**src/design/ordered_key_value_table_defines.svh**
```systemverilog
// assertion macros for the ordered key-value table
// each macro expects clk and arst_n in the scope of use
`ifndef ORDERED_KEY_VALUE_TABLE_DEFINES_SVH
`define ORDERED_KEY_VALUE_TABLE_DEFINES_SVH
`ifndef SYNTHESIS
`define OKV_ASSERT_SAME(lbl, ante, cons) \
lbl: assert property (@(posedge clk) disable iff (!arst_n) (ante) |-> (cons)) \
	else $error("okv: same-cycle check failed");
`define OKV_ASSERT_NEXT(lbl, ante, cons) \
lbl: assert property (@(posedge clk) disable iff (!arst_n) (ante) |=> (cons)) \
	else $error("okv: next-cycle check failed");
`else
`define OKV_ASSERT_SAME(lbl, ante, cons)
`define OKV_ASSERT_NEXT(lbl, ante, cons)
`endif
`endif

```
**src/design/okv_pkg.sv**
```systemverilog
package okv_pkg;

	localparam int CAPACITY    = 16;
	localparam int KEY_BITS    = 32;
	localparam int VALUE_BITS  = 32;
	localparam int CMD_BITS    = 3;
	localparam int STATUS_BITS = 3;
	localparam int RANK_BITS   = (CAPACITY > 1) ? $clog2(CAPACITY) : 1;
	localparam int COUNT_BITS  = $clog2(CAPACITY + 1);

	// command codes
	typedef enum logic [CMD_BITS-1:0] {
		CMD_LOOKUP     = 3'd0,
		CMD_INS_FRONT  = 3'd1,
		CMD_INS_BACK   = 3'd2,
		CMD_REMOVE     = 3'd3,
		CMD_POP_FIRST  = 3'd4,
		CMD_POP_LAST   = 3'd5,
		CMD_MOVE_BACK  = 3'd6
	} okv_cmd_t;

	// status codes
	typedef enum logic [STATUS_BITS-1:0] {
		ST_OK      = 3'd0,
		ST_EXISTS  = 3'd1,
		ST_MISSING = 3'd2,
		ST_EMPTY   = 3'd3,
		ST_FULL    = 3'd4
	} okv_status_t;

	// per-cell update actions
	typedef enum logic [2:0] {
		ACT_NONE      = 3'd0,
		ACT_INS_FRONT = 3'd1,
		ACT_INS_BACK  = 3'd2,
		ACT_DROP      = 3'd3,
		ACT_MOVE      = 3'd4
	} okv_act_t;

	// match broadcast to every cell
	typedef struct packed {
		logic                 en;
		logic                 by_rank;
		logic [KEY_BITS-1:0]  key;
		logic [RANK_BITS-1:0] rank;
	} okv_match_t;

	// data handed from cell to cell
	typedef struct packed {
		logic                  hit;
		logic                  free_seen;
		logic [KEY_BITS-1:0]   key;
		logic [VALUE_BITS-1:0] value;
		logic [RANK_BITS-1:0]  rank;
	} okv_chain_t;

	// update broadcast to every cell
	typedef struct packed {
		logic                  en;
		okv_act_t              act;
		logic [RANK_BITS-1:0]  rank;
		logic [COUNT_BITS-1:0] count;
		logic [KEY_BITS-1:0]   key;
		logic [VALUE_BITS-1:0] value;
	} okv_upd_t;

endpackage

```
**src/design/okv_in_if.sv**
```systemverilog
interface okv_in_if import okv_pkg::*; ();
	logic                  valid;
	logic                  ready;
	logic [CMD_BITS-1:0]   cmd;
	logic [KEY_BITS-1:0]   req_key;
	logic [VALUE_BITS-1:0] req_value;

	modport source (output valid, output cmd, output req_key, output req_value, input ready);
	modport sink (input valid, input cmd, input req_key, input req_value, output ready);
endinterface

```
**src/design/okv_out_if.sv**
```systemverilog
interface okv_out_if import okv_pkg::*; ();
	logic                   valid;
	logic                   ready;
	logic [STATUS_BITS-1:0] status;
	logic [KEY_BITS-1:0]    res_key;
	logic [VALUE_BITS-1:0]  res_value;
	logic [COUNT_BITS-1:0]  entry_count;

	modport source (output valid, output status, output res_key, output res_value,
		output entry_count, input ready);
	modport sink (input valid, input status, input res_key, input res_value,
		input entry_count, output ready);
endinterface

```
**src/design/okv_cell.sv**
```systemverilog
module okv_cell import okv_pkg::*; (
	input  logic       clk,
	input  logic       arst_n,
	input  okv_match_t match,
	input  okv_upd_t   upd,
	input  okv_chain_t chain_in,
	output okv_chain_t chain_out,
	output logic       hit
);

	logic                  valid_q;
	logic                  hit_q;
	logic [KEY_BITS-1:0]   key_q;
	logic [VALUE_BITS-1:0] value_q;
	logic [RANK_BITS-1:0]  rank_q;
	logic                  first_free;
	logic                  after_gap;

	assign first_free = !valid_q && !chain_in.free_seen;
	assign after_gap  = valid_q && (rank_q > upd.rank);
	assign hit        = hit_q;

	// pass the earlier hit along, or put this one on the chain
	always_comb begin
		chain_out           = chain_in;
		chain_out.free_seen = chain_in.free_seen | !valid_q;
		if (hit_q) begin
			chain_out.hit   = 1'b1;
			chain_out.key   = key_q;
			chain_out.value = value_q;
			chain_out.rank  = rank_q;
		end
	end

	always_ff @(posedge clk or negedge arst_n) begin
		if (!arst_n) begin
			valid_q <= 1'b0;
			hit_q   <= 1'b0;
		end else begin
			if (match.en) begin
				hit_q <= valid_q && (match.by_rank ? (rank_q == match.rank) : (key_q == match.key));
			end
			if (upd.en) begin
				case (upd.act)
					ACT_INS_FRONT, ACT_INS_BACK: begin
						if (first_free) valid_q <= 1'b1;
					end
					ACT_DROP: begin
						if (hit_q) valid_q <= 1'b0;
					end
					default: ;
				endcase
			end
		end
	end

	always_ff @(posedge clk) begin
		if (upd.en) begin
			case (upd.act)
				ACT_INS_FRONT: begin
					if (first_free) begin
						key_q   <= upd.key;
						value_q <= upd.value;
						rank_q  <= '0;
					end else if (valid_q) begin
						rank_q <= rank_q + 1'b1;
					end
				end
				ACT_INS_BACK: begin
					if (first_free) begin
						key_q   <= upd.key;
						value_q <= upd.value;
						rank_q  <= upd.count[RANK_BITS-1:0];
					end
				end
				ACT_DROP: begin
					if (!hit_q && after_gap) rank_q <= rank_q - 1'b1;
				end
				ACT_MOVE: begin
					if (hit_q) begin
						rank_q <= RANK_BITS'(upd.count - 1'b1);
					end else if (after_gap) begin
						rank_q <= rank_q - 1'b1;
					end
				end
				default: ;
			endcase
		end
	end

endmodule

```
**src/design/ordered_key_value_table.sv**
```systemverilog
// ordered key-value table: up to 16 entries with unique keys, kept in insertion order
// req channel (valid/ready): cmd, req_key, req_value; a transfer is one command
// rsp channel (valid/ready): status, res_key, res_value, entry_count, one per command
// storage is a row of identical cells, one per slot, each holding key, value,
// a valid flag and its rank in the order (0 is the front)
// a request transfer is followed by a match state and an update state:
//   match:  every cell compares its key (or its rank) with the request
//   update: the hit and the first free slot ripple down the cell row, the
//           status is formed and all cells update their ranks together
// overlap: a command is matched only after the previous command's update
// across the row, which the next match depends on
// a new request is taken in the update cycle, so the output register hides the
// handshake of the previous result
// reset: all cells empty, count zero, no result pending; no clearing pass
// receiver stall: the finished result waits in the output register; a second
// command is matched but holds in its update cycle until that result is taken
`include "ordered_key_value_table_defines.svh"

module ordered_key_value_table import okv_pkg::*; (
	input logic      clk,
	input logic      arst_n,
	okv_in_if.sink   req,
	okv_out_if.source rsp
);

	typedef enum logic [2:0] {
		S_IDLE  = 3'b001,
		S_MATCH = 3'b010,
		S_APPLY = 3'b100
	} state_t;

	state_t                  state_q;

	// accepted command
	logic [CMD_BITS-1:0]     cmd_q;
	logic [KEY_BITS-1:0]     key_q;
	logic [VALUE_BITS-1:0]   value_q;
	logic [COUNT_BITS-1:0]   count_q;

	// output register
	logic                    out_valid_q;
	logic [STATUS_BITS-1:0]  status_q;
	logic [KEY_BITS-1:0]     res_key_q;
	logic [VALUE_BITS-1:0]   res_value_q;
	logic [COUNT_BITS-1:0]   res_count_q;

	okv_match_t              match;
	okv_upd_t                upd;
	okv_chain_t              chain [CAPACITY+1];
	logic [CAPACITY-1:0]     hit_vec;
	okv_chain_t              found;
	logic                    table_full;
	logic                    apply_go;
	logic                    take_req;

	okv_status_t             nx_status;
	logic [KEY_BITS-1:0]     nx_key;
	logic [VALUE_BITS-1:0]   nx_value;
	logic [COUNT_BITS-1:0]   nx_count;
	okv_act_t                nx_act;

	// the update cycle fires once the output register is free
	assign apply_go = (state_q == S_APPLY) && (!out_valid_q || rsp.ready);
	assign req.ready = (state_q == S_IDLE) || apply_go;
	assign take_req = req.valid && req.ready;

	// match broadcast; pops look for the front rank or the back rank
	always_comb begin
		match.en      = (state_q == S_MATCH);
		match.by_rank = (cmd_q == CMD_POP_FIRST) || (cmd_q == CMD_POP_LAST);
		match.key     = key_q;
		match.rank    = (cmd_q == CMD_POP_FIRST) ? '0 : RANK_BITS'(count_q - 1'b1);
	end

	// cell row
	assign chain[0] = '0;

	for (genvar i = 0; i < CAPACITY; i++) begin : g_cell
		okv_cell u_cell (
			.clk       (clk),
			.arst_n    (arst_n),
			.match     (match),
			.upd       (upd),
			.chain_in  (chain[i]),
			.chain_out (chain[i+1]),
			.hit       (hit_vec[i])
		);
	end

	assign found      = chain[CAPACITY];
	assign table_full = !found.free_seen;

	// result and update decision for the command in hand
	always_comb begin
		nx_status = ST_OK;
		nx_key    = '0;
		nx_value  = '0;
		nx_count  = count_q;
		nx_act    = ACT_NONE;
		unique case (cmd_q)
			CMD_LOOKUP: begin
				nx_key = key_q;
				if (found.hit) nx_value = found.value;
				else nx_status = ST_MISSING;
			end
			CMD_INS_FRONT, CMD_INS_BACK: begin
				nx_key = key_q;
				if (found.hit) begin
					nx_status = ST_EXISTS;
					nx_value  = found.value;
				end else if (table_full) begin
					nx_status = ST_FULL;
					nx_value  = value_q;
				end else begin
					nx_value = value_q;
					nx_count = COUNT_BITS'(count_q + 1'b1);
					nx_act   = (cmd_q == CMD_INS_FRONT) ? ACT_INS_FRONT : ACT_INS_BACK;
				end
			end
			CMD_REMOVE, CMD_MOVE_BACK: begin
				nx_key = key_q;
				if (!found.hit) begin
					nx_status = ST_MISSING;
				end else begin
					nx_value = found.value;
					if (cmd_q == CMD_REMOVE) begin
						nx_act   = ACT_DROP;
						nx_count = COUNT_BITS'(count_q - 1'b1);
					end else begin
						nx_act = ACT_MOVE;
					end
				end
			end
			CMD_POP_FIRST, CMD_POP_LAST: begin
				if (count_q == '0 || !found.hit) begin
					nx_status = ST_EMPTY;
				end else begin
					nx_key   = found.key;
					nx_value = found.value;
					nx_act   = ACT_DROP;
					nx_count = COUNT_BITS'(count_q - 1'b1);
				end
			end
			default: ;
		endcase
	end

	always_comb begin
		upd.en    = apply_go;
		upd.act   = nx_act;
		upd.rank  = found.rank;
		upd.count = count_q;
		upd.key   = key_q;
		upd.value = value_q;
	end

	// sequencer
	always_ff @(posedge clk or negedge arst_n) begin
		if (!arst_n) begin
			state_q <= S_IDLE;
			count_q <= '0;
		end else begin
			unique case (state_q)
				S_IDLE: begin
					if (take_req) state_q <= S_MATCH;
				end
				S_MATCH: begin
					state_q <= S_APPLY;
				end
				S_APPLY: begin
					if (apply_go) state_q <= take_req ? S_MATCH : S_IDLE;
				end
				default: state_q <= S_IDLE;
			endcase
			if (apply_go) count_q <= nx_count;
		end
	end

	// command capture
	always_ff @(posedge clk) begin
		if (take_req) begin
			cmd_q   <= req.cmd;
			key_q   <= req.req_key;
			value_q <= req.req_value;
		end
	end

	// output register
	always_ff @(posedge clk or negedge arst_n) begin
		if (!arst_n) begin
			out_valid_q <= 1'b0;
		end else if (apply_go) begin
			out_valid_q <= 1'b1;
		end else if (rsp.ready) begin
			out_valid_q <= 1'b0;
		end
	end

	always_ff @(posedge clk) begin
		if (apply_go) begin
			status_q    <= nx_status;
			res_key_q   <= nx_key;
			res_value_q <= nx_value;
			res_count_q <= nx_count;
		end
	end

	assign rsp.valid       = out_valid_q;
	assign rsp.status      = status_q;
	assign rsp.res_key     = res_key_q;
	assign rsp.res_value   = res_value_q;
	assign rsp.entry_count = res_count_q;

	// checks
	`OKV_ASSERT_SAME(a_count_range, 1'b1, count_q <= COUNT_BITS'(CAPACITY))
	`OKV_ASSERT_SAME(a_single_hit, state_q == S_APPLY, $onehot0(hit_vec))
	`OKV_ASSERT_NEXT(a_take_to_match, take_req, state_q == S_MATCH)
	`OKV_ASSERT_SAME(a_result_from_apply, $rose(out_valid_q), $past(state_q == S_APPLY))

endmodule
```
**src/flat_wrapper.sv**
```systemverilog
// flat-port wrapper written by rule: the top's interface ports become plain ports
module ordered_key_value_table_flat import okv_pkg::*;
  (clk, arst_n, req_valid, req_cmd, req_req_key, req_req_value, req_ready, rsp_valid, rsp_status, rsp_res_key, rsp_res_value, rsp_entry_count, rsp_ready);
  okv_in_if req_i ();
  okv_out_if rsp_i ();
  input logic clk;
  input logic arst_n;
  input wire logic [$bits(req_i.valid)-1:0] req_valid;
  input wire logic [$bits(req_i.cmd)-1:0] req_cmd;
  input wire logic [$bits(req_i.req_key)-1:0] req_req_key;
  input wire logic [$bits(req_i.req_value)-1:0] req_req_value;
  output wire logic [$bits(req_i.ready)-1:0] req_ready;
  output wire logic [$bits(rsp_i.valid)-1:0] rsp_valid;
  output wire logic [$bits(rsp_i.status)-1:0] rsp_status;
  output wire logic [$bits(rsp_i.res_key)-1:0] rsp_res_key;
  output wire logic [$bits(rsp_i.res_value)-1:0] rsp_res_value;
  output wire logic [$bits(rsp_i.entry_count)-1:0] rsp_entry_count;
  input wire logic [$bits(rsp_i.ready)-1:0] rsp_ready;
  assign req_i.valid = req_valid;
  assign req_i.cmd = req_cmd;
  assign req_i.req_key = req_req_key;
  assign req_i.req_value = req_req_value;
  assign req_ready = req_i.ready;
  assign rsp_valid = rsp_i.valid;
  assign rsp_status = rsp_i.status;
  assign rsp_res_key = rsp_i.res_key;
  assign rsp_res_value = rsp_i.res_value;
  assign rsp_entry_count = rsp_i.entry_count;
  assign rsp_i.ready = rsp_ready;
  ordered_key_value_table u_core (.clk(clk), .arst_n(arst_n), .req(req_i), .rsp(rsp_i));
endmodule
```
**config.mk**
```make
export PLATFORM = sky130hd
export DESIGN_NAME = ordered_key_value_table_flat
export DESIGN_NICKNAME = d
export VERILOG_FILES = /design/src/design/okv_pkg.sv /design/src/design/okv_in_if.sv /design/src/design/okv_out_if.sv /design/src/design/okv_cell.sv /design/src/design/ordered_key_value_table.sv /design/src/flat_wrapper.sv
export VERILOG_INCLUDE_DIRS = /design/src /design/src/design
export SDC_FILE = /design/constraint.sdc
export NUM_CORES = 2
export LEC_CHECK = 0
export BUFFER_PORTS_ARGS = -buffer_cell sky130_fd_sc_hd__buf_2
export CORE_ASPECT_RATIO = 0.6
export CORE_MARGIN = 2
export CORE_UTILIZATION = 50
export DETAILED_ROUTE_END_ITERATION = 10
export PLACE_DENSITY_LB_ADDON = 0.15
export SYNTH_ARGS = -nofsm -noshare
export SYNTH_HDL_FRONTEND = slang
export SYNTH_SLANG_ARGS = --single-unit
```
**constraint.sdc**
```tcl
create_clock -name clk -period 10.3 [get_ports clk]
set_input_delay 0.515 -clock clk [delete_from_list [all_inputs] [get_ports clk]]
set_output_delay 0.515 -clock clk [all_outputs]
set_load 0.01 [all_outputs]
```
Word-level counts from Yosys, hierarchy flattened
Index checks and enable logic that the tools add are counted.

storage, ports and cells
  register bits = 1,268
  input port bits = 71
  output and inout bits = 74

cells by class
  add/sub/neg operators = 34
  $lt $le $gt $ge = 16
  equal/unequal tests = 141
  mux-type cells = 237
  bitwise logic cells = 16
  reduce and logical (&&, ||, !) cells = 177

operators by type and width
  kind                                                                 count
  68-bit two-way mux                                                   16
  32-bit equality test                                                 16
  4-bit two-way mux                                                    96
  4-bit case mux with 4 select lines                                   16
  32-bit two-way mux                                                   4
  2-bit != test (second input constant)                                48
  32-bit case mux with 3 select lines                                  1
  3-bit != test (second input constant)                                31
  6-bit AND reduction                                                  15
  1-bit logical AND                                                    65
  1-bit two-way mux                                                    65
  4-bit by 1-bit adder with 4-bit output (second input constant)       16
  4-bit equality test                                                  16
  4-bit greater-than comparator                                        16
  32-bit case mux with 2 select lines                                  1
  4-bit by 1-bit subtractor with 4-bit output (second input constant)  16
  4-bit AND reduction                                                  15
  3-bit AND reduction                                                  17
  1-bit logical NOT                                                    48
  2-bit by 1-bit != test with 1-bit output (second input constant)     17
  1-bit case mux with 2 select lines                                   16
  3-bit case mux with 3 select lines                                   3
  5-bit two-way mux                                                    5
  3-bit two-way mux                                                    8
  19 further kinds                                                     54

Longest topological paths before layout
  depth after elaboration = 24
  depth in mapped cells = 16
  depth with buffers taken out = 13

By module
From an unflattened synthesis, not the netlist that was laid out.

unflattened totals
  cell total of the unflattened synthesis = 4,805
  area total of the unflattened synthesis = 67,608.6 um^2

modules (own cells, without submodules)
  module                                   instances  cells each  area an instance (um^2)  seq. area each (um^2)
  okv_cell at u_core.g_cell[0].u_cell ...  8          280         3,863.7                  2,092.0
  okv_cell at u_core.g_cell[2].u_cell ...  4          278         3,866.2                  2,092.0
  okv_cell at u_core.g_cell[6].u_cell ...  4          276         3,842.4                  2,092.0
  ordered_key_value_table                  1          349         5,864.4                  4,400.5

Worst setup path before layout
Ideal clock, no wire load.

  path type = input to register
  start = input rsp_ready
  end = register u_core.g_cell[10].u_cell.key_q[0] (enable)
  arrival time = 8.262 ns
  required time = 9.653 ns
  slack = 1.391 ns
  cell stages on the path = 5
  cell sequence = nand2b_1 > nand3_1 > clkinv_1 > nand3_2 > nor4_1

on the way
  cells in the longest elaborated chain, start to end = 3

ends and longest elaborated chain
  item                           line                           RTL
  start: declaration             flat_wrapper.sv:18             input wire logic [$bits(rsp_i.ready)-1:0] rsp_ready;
  1-bit logical OR               ordered_key_value_table.sv:63  assign apply_go = (state_q == S_APPLY) && (!out_valid_q || rsp.ready);
  1-bit logical AND              ordered_key_value_table.sv:63
  via u_core.apply_go            ordered_key_value_table.sv:53  logic apply_go;
  3-bit AND reduction (no line)  n/a
  end signal: assignment         okv_cell.sv:62                 key_q <= upd.key;
  end signal: assignment         okv_cell.sv:71                 key_q <= upd.key;
  end: declaration               okv_cell.sv:13                 logic [KEY_BITS-1:0] key_q;

The timed path passes the listed nets, and every way through them passes these cells.
A chain may end at the register's enable or synchronous reset.

Final worst setup path
  start = register u_core.g_cell[3].u_cell.hit_q
  end = register u_core.g_cell[15].u_cell.rank_q[1] (enable)

on the way
  cells in the longest elaborated chain, start to end = 20

ends and longest elaborated chain
  item                                                   line                            RTL
  start: declaration                                     okv_cell.sv:12                  logic hit_q;
  start signal: assignment                               okv_cell.sv:41                  hit_q <= valid_q && (match.by_rank ? (rank_q == match.rank) : (key_q == match.key));
  1-bit two-way mux (13 in a row)                        okv_cell.sv:27                  if (hit_q) begin
  1-bit logical NOT                                      n/a
  1-bit logical OR                                       ordered_key_value_table.sv:135  if (count_q == '0 || !found.hit) begin
  2-bit two-way mux                                      ordered_key_value_table.sv:135
  3-bit case mux with 3 select lines                     ordered_key_value_table.sv:100  unique case (cmd_q)
  3-bit equality test, or another cell as far along      okv_cell.sv:59                  case (upd.act)
  3-bit != test (no line), or another cell as far along  n/a
  6-bit AND reduction (no line) (*)                      n/a
  end signal: assignment                                 okv_cell.sv:66                  rank_q <= rank_q + 1'b1;
  end signal: assignment                                 okv_cell.sv:73                  rank_q <= upd.count[RANK_BITS-1:0];
  end signal: assignment                                 okv_cell.sv:77                  if (!hit_q && after_gap) rank_q <= rank_q - 1'b1;
  end: declaration                                       okv_cell.sv:15                  logic [RANK_BITS-1:0] rank_q;

Every way passes the cells marked *; elsewhere a longest branch is shown, timed or not.

==> impl_metrics.env <==
export IMPL_synth_common_cells="1227 x edfxtp_1, 479 x xor2_1, 297 x clkbuf_1"
export IMPL_viasPerCell=6.93
export IMPL_setup_viol=0
export IMPL_drive_gt1_share_pct=12.0
export IMPL_crit_type="reg2reg"
export IMPL_cts_hold_buffers=68
export IMPL_whs_path_depth=2
export IMPL_coreArea_sq_um=117000
export IMPL_cts_tree="yes"
export IMPL_worst_pin_slew_ns=1.56
export IMPL_maxCapViolCount=1
export IMPL_grt_max_degree=71
export IMPL_firstDrtPassIters=8
export IMPL_fin_nets=4736
export IMPL_path_buf_inv=2
export IMPL_ys_flop_type="edfxtp_1"
export IMPL_synth_top_area_share_pct=61.9
export IMPL_area_delta_synth_final_pct=12.1
export IMPL_cts_htree_levels=3
export IMPL_vdd_drop_max_mv=0.168
export IMPL_timing_fmax_ghz=0.191
export IMPL_rsz0062_at_grt="no"
export IMPL_io_buffers=144
export IMPL_hold_viol=0
export IMPL_fin_area_sq_um=66700
export IMPL_critPathTopFamily="compound AO/OA/AOI/OAI gates"
export IMPL_yosys_register_bits=1268
export IMPL_vias=43369
export IMPL_endpoint_kind="register"
export IMPL_first_iter_violations=8000
export IMPL_drc=0
export IMPL_r2r_start="u_core.g_cell[3].u_cell.hit$_DFFE_PN0P_"
export IMPL_ys_types=98
export IMPL_ios=145
export IMPL_violations="max-capacitance violations, max-slew violations"
export IMPL_slew_headroom_pct=-4.06
export IMPL_power_mw=15.5
export IMPL_period_minus_slack_ns=5.25
export IMPL_min_to="u_core.state_q[1]$_DFFE_PN0P_"
export IMPL_async_flop_share_pct=3.23
export IMPL_synth_nets=4624
export IMPL_synthCells=4455
export IMPL_antenna_found_initial=6
export IMPL_avgSynthCellArea_sq_um=13.4
export IMPL_cts_buffer_depth=3
export IMPL_holdCritStartpoint="req_valid"
export IMPL_finish_utilization_pct=56.9
export IMPL_worstPathCellList="buf_4, nor2b_1, a221oi_1, o21ai_0, a31oi_1, o21ai_0, a22oi_1, buf_4, ha_1, and4_1, o41a_1, nor3_1"
export IMPL_power_density_nw_per_um2=232
export IMPL_synth_edff_count=1227
export IMPL_grtUsageTotal_pct=35.3
export IMPL_routed_wl_um=220000
export IMPL_rows=97
export IMPL_insertion_delay_ns=0.79
export IMPL_synth_top_cells_by_area="edfxtp_1 62%, xor2_1 7.0%, a221oi_1 2.4%"
export IMPL_fp_dieH_um=271
export IMPL_place_gp_congestion=1.01
export IMPL_drv_slew=1
export IMPL_rrSetupSlack_ns=5.05
export IMPL_hold_path_class="in2reg"
export IMPL_outcome="finished, violations left"
export IMPL_grt_pass1_wl_um=306000
export IMPL_setup_tns_ns=0
export IMPL_fp_dieW_um=449
export IMPL_die_area_sq_um=122000
export IMPL_root_buffer="clkbuf_16"
export IMPL_startpoint_type="register"
export IMPL_hpwl_um=147000
export IMPL_fin_worst_skew_ns=0.0861
export IMPL_placed_area_sq_um=62100
export IMPL_clock_sinks=1268
export IMPL_ff2ff_path_depth=12
export IMPL_overflow=0
export IMPL_post_cts_setup_buffers=0
export IMPL_hold_slack_ns=0.0398
export IMPL_min_period_over_period_pct=51.0
export IMPL_path_max_fanout=70
export IMPL_syn_area_sq_um=59500
export IMPL_cpMaxStageDelayCell="buf_4"
export IMPL_ys_seq_area_share_pct=63.6
export IMPL_yosysWarnings=0
export IMPL_leakagePower_nw=21.9
export IMPL_yosysMostFrequentCell="edfxtp_1"
export IMPL_start_util_pct=50.7
export IMPL_routedWlPerCell_um=35.2
export IMPL_grt_pass1_vias=38898
export IMPL_r2r_end="u_core.g_cell[15].u_cell.rank_q[1]$_DFFE_PP_"
export IMPL_crit_required_ns=10.66
export IMPL_ant_nets=0
export IMPL_yosys_area_top_type="edfxtp_1"
export IMPL_cts_buffers=115
export IMPL_arrival_ns=5.61
export IMPL_clkTransAtPathRegs_ns=0.07
export IMPL_critPathMaxStageDelay_ns=0.59
export IMPL_cts_resized=0
power by group:
part	internal, mW	leakage, nW	switching, mW
registers	6.10	11.6	0.262
clock network	2.54	1.91	2.04
logic	1.37	8.36	3.21
logic make-up (layout without fill, tap and decap cells):
kind of cell,after synthesis,count (layout),synth area share [%]
flops,1268,1268,63.6
compound gates,1217,1217,14.8
simple gates,794,794,7.06
xor+xnor,627,627,9.23
buf+inv,430,642,2.89
fa+ha+maj,98,98,2.06
mux,21,21,0.378
other cells,0,4,0
worst max path at each step:
stage	start	end	slack, ns	depth (start not counted)
finish	u_core.g_cell[3].u_cell.hit$_DFFE_PN0P_	u_core.g_cell[15].u_cell.rank_q[1]$_DFFE_PP_	5.05	12
detailed placement	u_core.g_cell[3].u_cell.hit$_DFFE_PN0P_	u_core.g_cell[15].u_cell.rank_q[2]$_DFFE_PP_	5.36	12
global placement	u_core.g_cell[8].u_cell.hit$_DFFE_PN0P_	u_core.g_cell[7].u_cell.rank_q[2]$_DFFE_PP_	5.44	13
global route	u_core.g_cell[3].u_cell.hit$_DFFE_PN0P_	u_core.g_cell[15].u_cell.rank_q[2]$_DFFE_PP_	4.86	12
floorplan	rsp_ready	u_core.g_cell[10].u_cell.key_q[0]$_DFFE_PP_	1.39	5
CTS	u_core.g_cell[3].u_cell.hit$_DFFE_PN0P_	u_core.g_cell[15].u_cell.rank_q[2]$_DFFE_PP_	5.28	12
stage by stage:
stage / std cells / setup slack [ns]
after floorplan: 4455 / 1.39
after global routing: 6252 / 4.86
after detailed placement: 5965 / 5.36
final: 6255 / 5.05
after global placement: 5965 / 5.44
after CTS: 6250 / 5.28
cells in the final DEF (no fill, tap or decap), drive strengths merged, types with 11 or more instances in the layout:
cell	count
edfxtp	1227
xor2	479
buf	284
o21ai	199
o22ai	178
nor2	175
a21oi	174
a221oi	161
xnor2	148
clkbuf	147
nor4	126
nand2	124
ha	98
nand3	85
a221o	79
nand4	76
nor3	76
inv	73
a22oi	72
dlygate4sd3	68
o31ai	63
o221ai	51
clkinv	48
dfrtp	40
nor2b	39
nand2b	38
o21a	30
o311a	30
a31oi	26
o211ai	22
bufinv	17
a211oi	17
o311ai	15
mux2	12
a311oi	12
a2bb2oi	11
or2	11
cell type report:
cell class	count	area (sq um)
Fill cell	9486	50600
Sequential cell	1268	37900
Multi-Input combinational cell	2757	20200
Clock buffer	147	3040
Timing Repair Buffer	352	2450
Tap cell	1584	1980
Clock inverter	70	922
Inverter	73	278
Antenna cell	4	10.0
registers in the layout (all words and copies together), names as in the netlist:
signal,count
u_core.g_cell.u_cell.key_q,512
u_core.rsp.res_key,32
u_core.key_q,32
u_core.state_q,3
u_core.g_cell.u_cell.rank_q,64
u_core.rsp.status,3
u_core.rsp.res_value,32
u_core.g_cell.u_cell.hit,16
u_core.g_cell.u_cell.value_q,512
u_core.cmd_q,3
u_core.g_cell.u_cell.valid_q,16
u_core.rsp.entry_count,5
u_core.value_q,32
u_core.count_q,5
u_core.rsp.valid,1
per-layer routing:
metal / share of wire, % / wire length (um) / global-route usage, %
met2: 37 / 81100 / 42.6
met1: 43 / 94200 / 55.9
met3: 18 / 40400 / 16.8
met4: 1.9 / 4100 / 6.55
met5: 0.045 / 100 / 0.495
(Power assumes the default switching activity.)
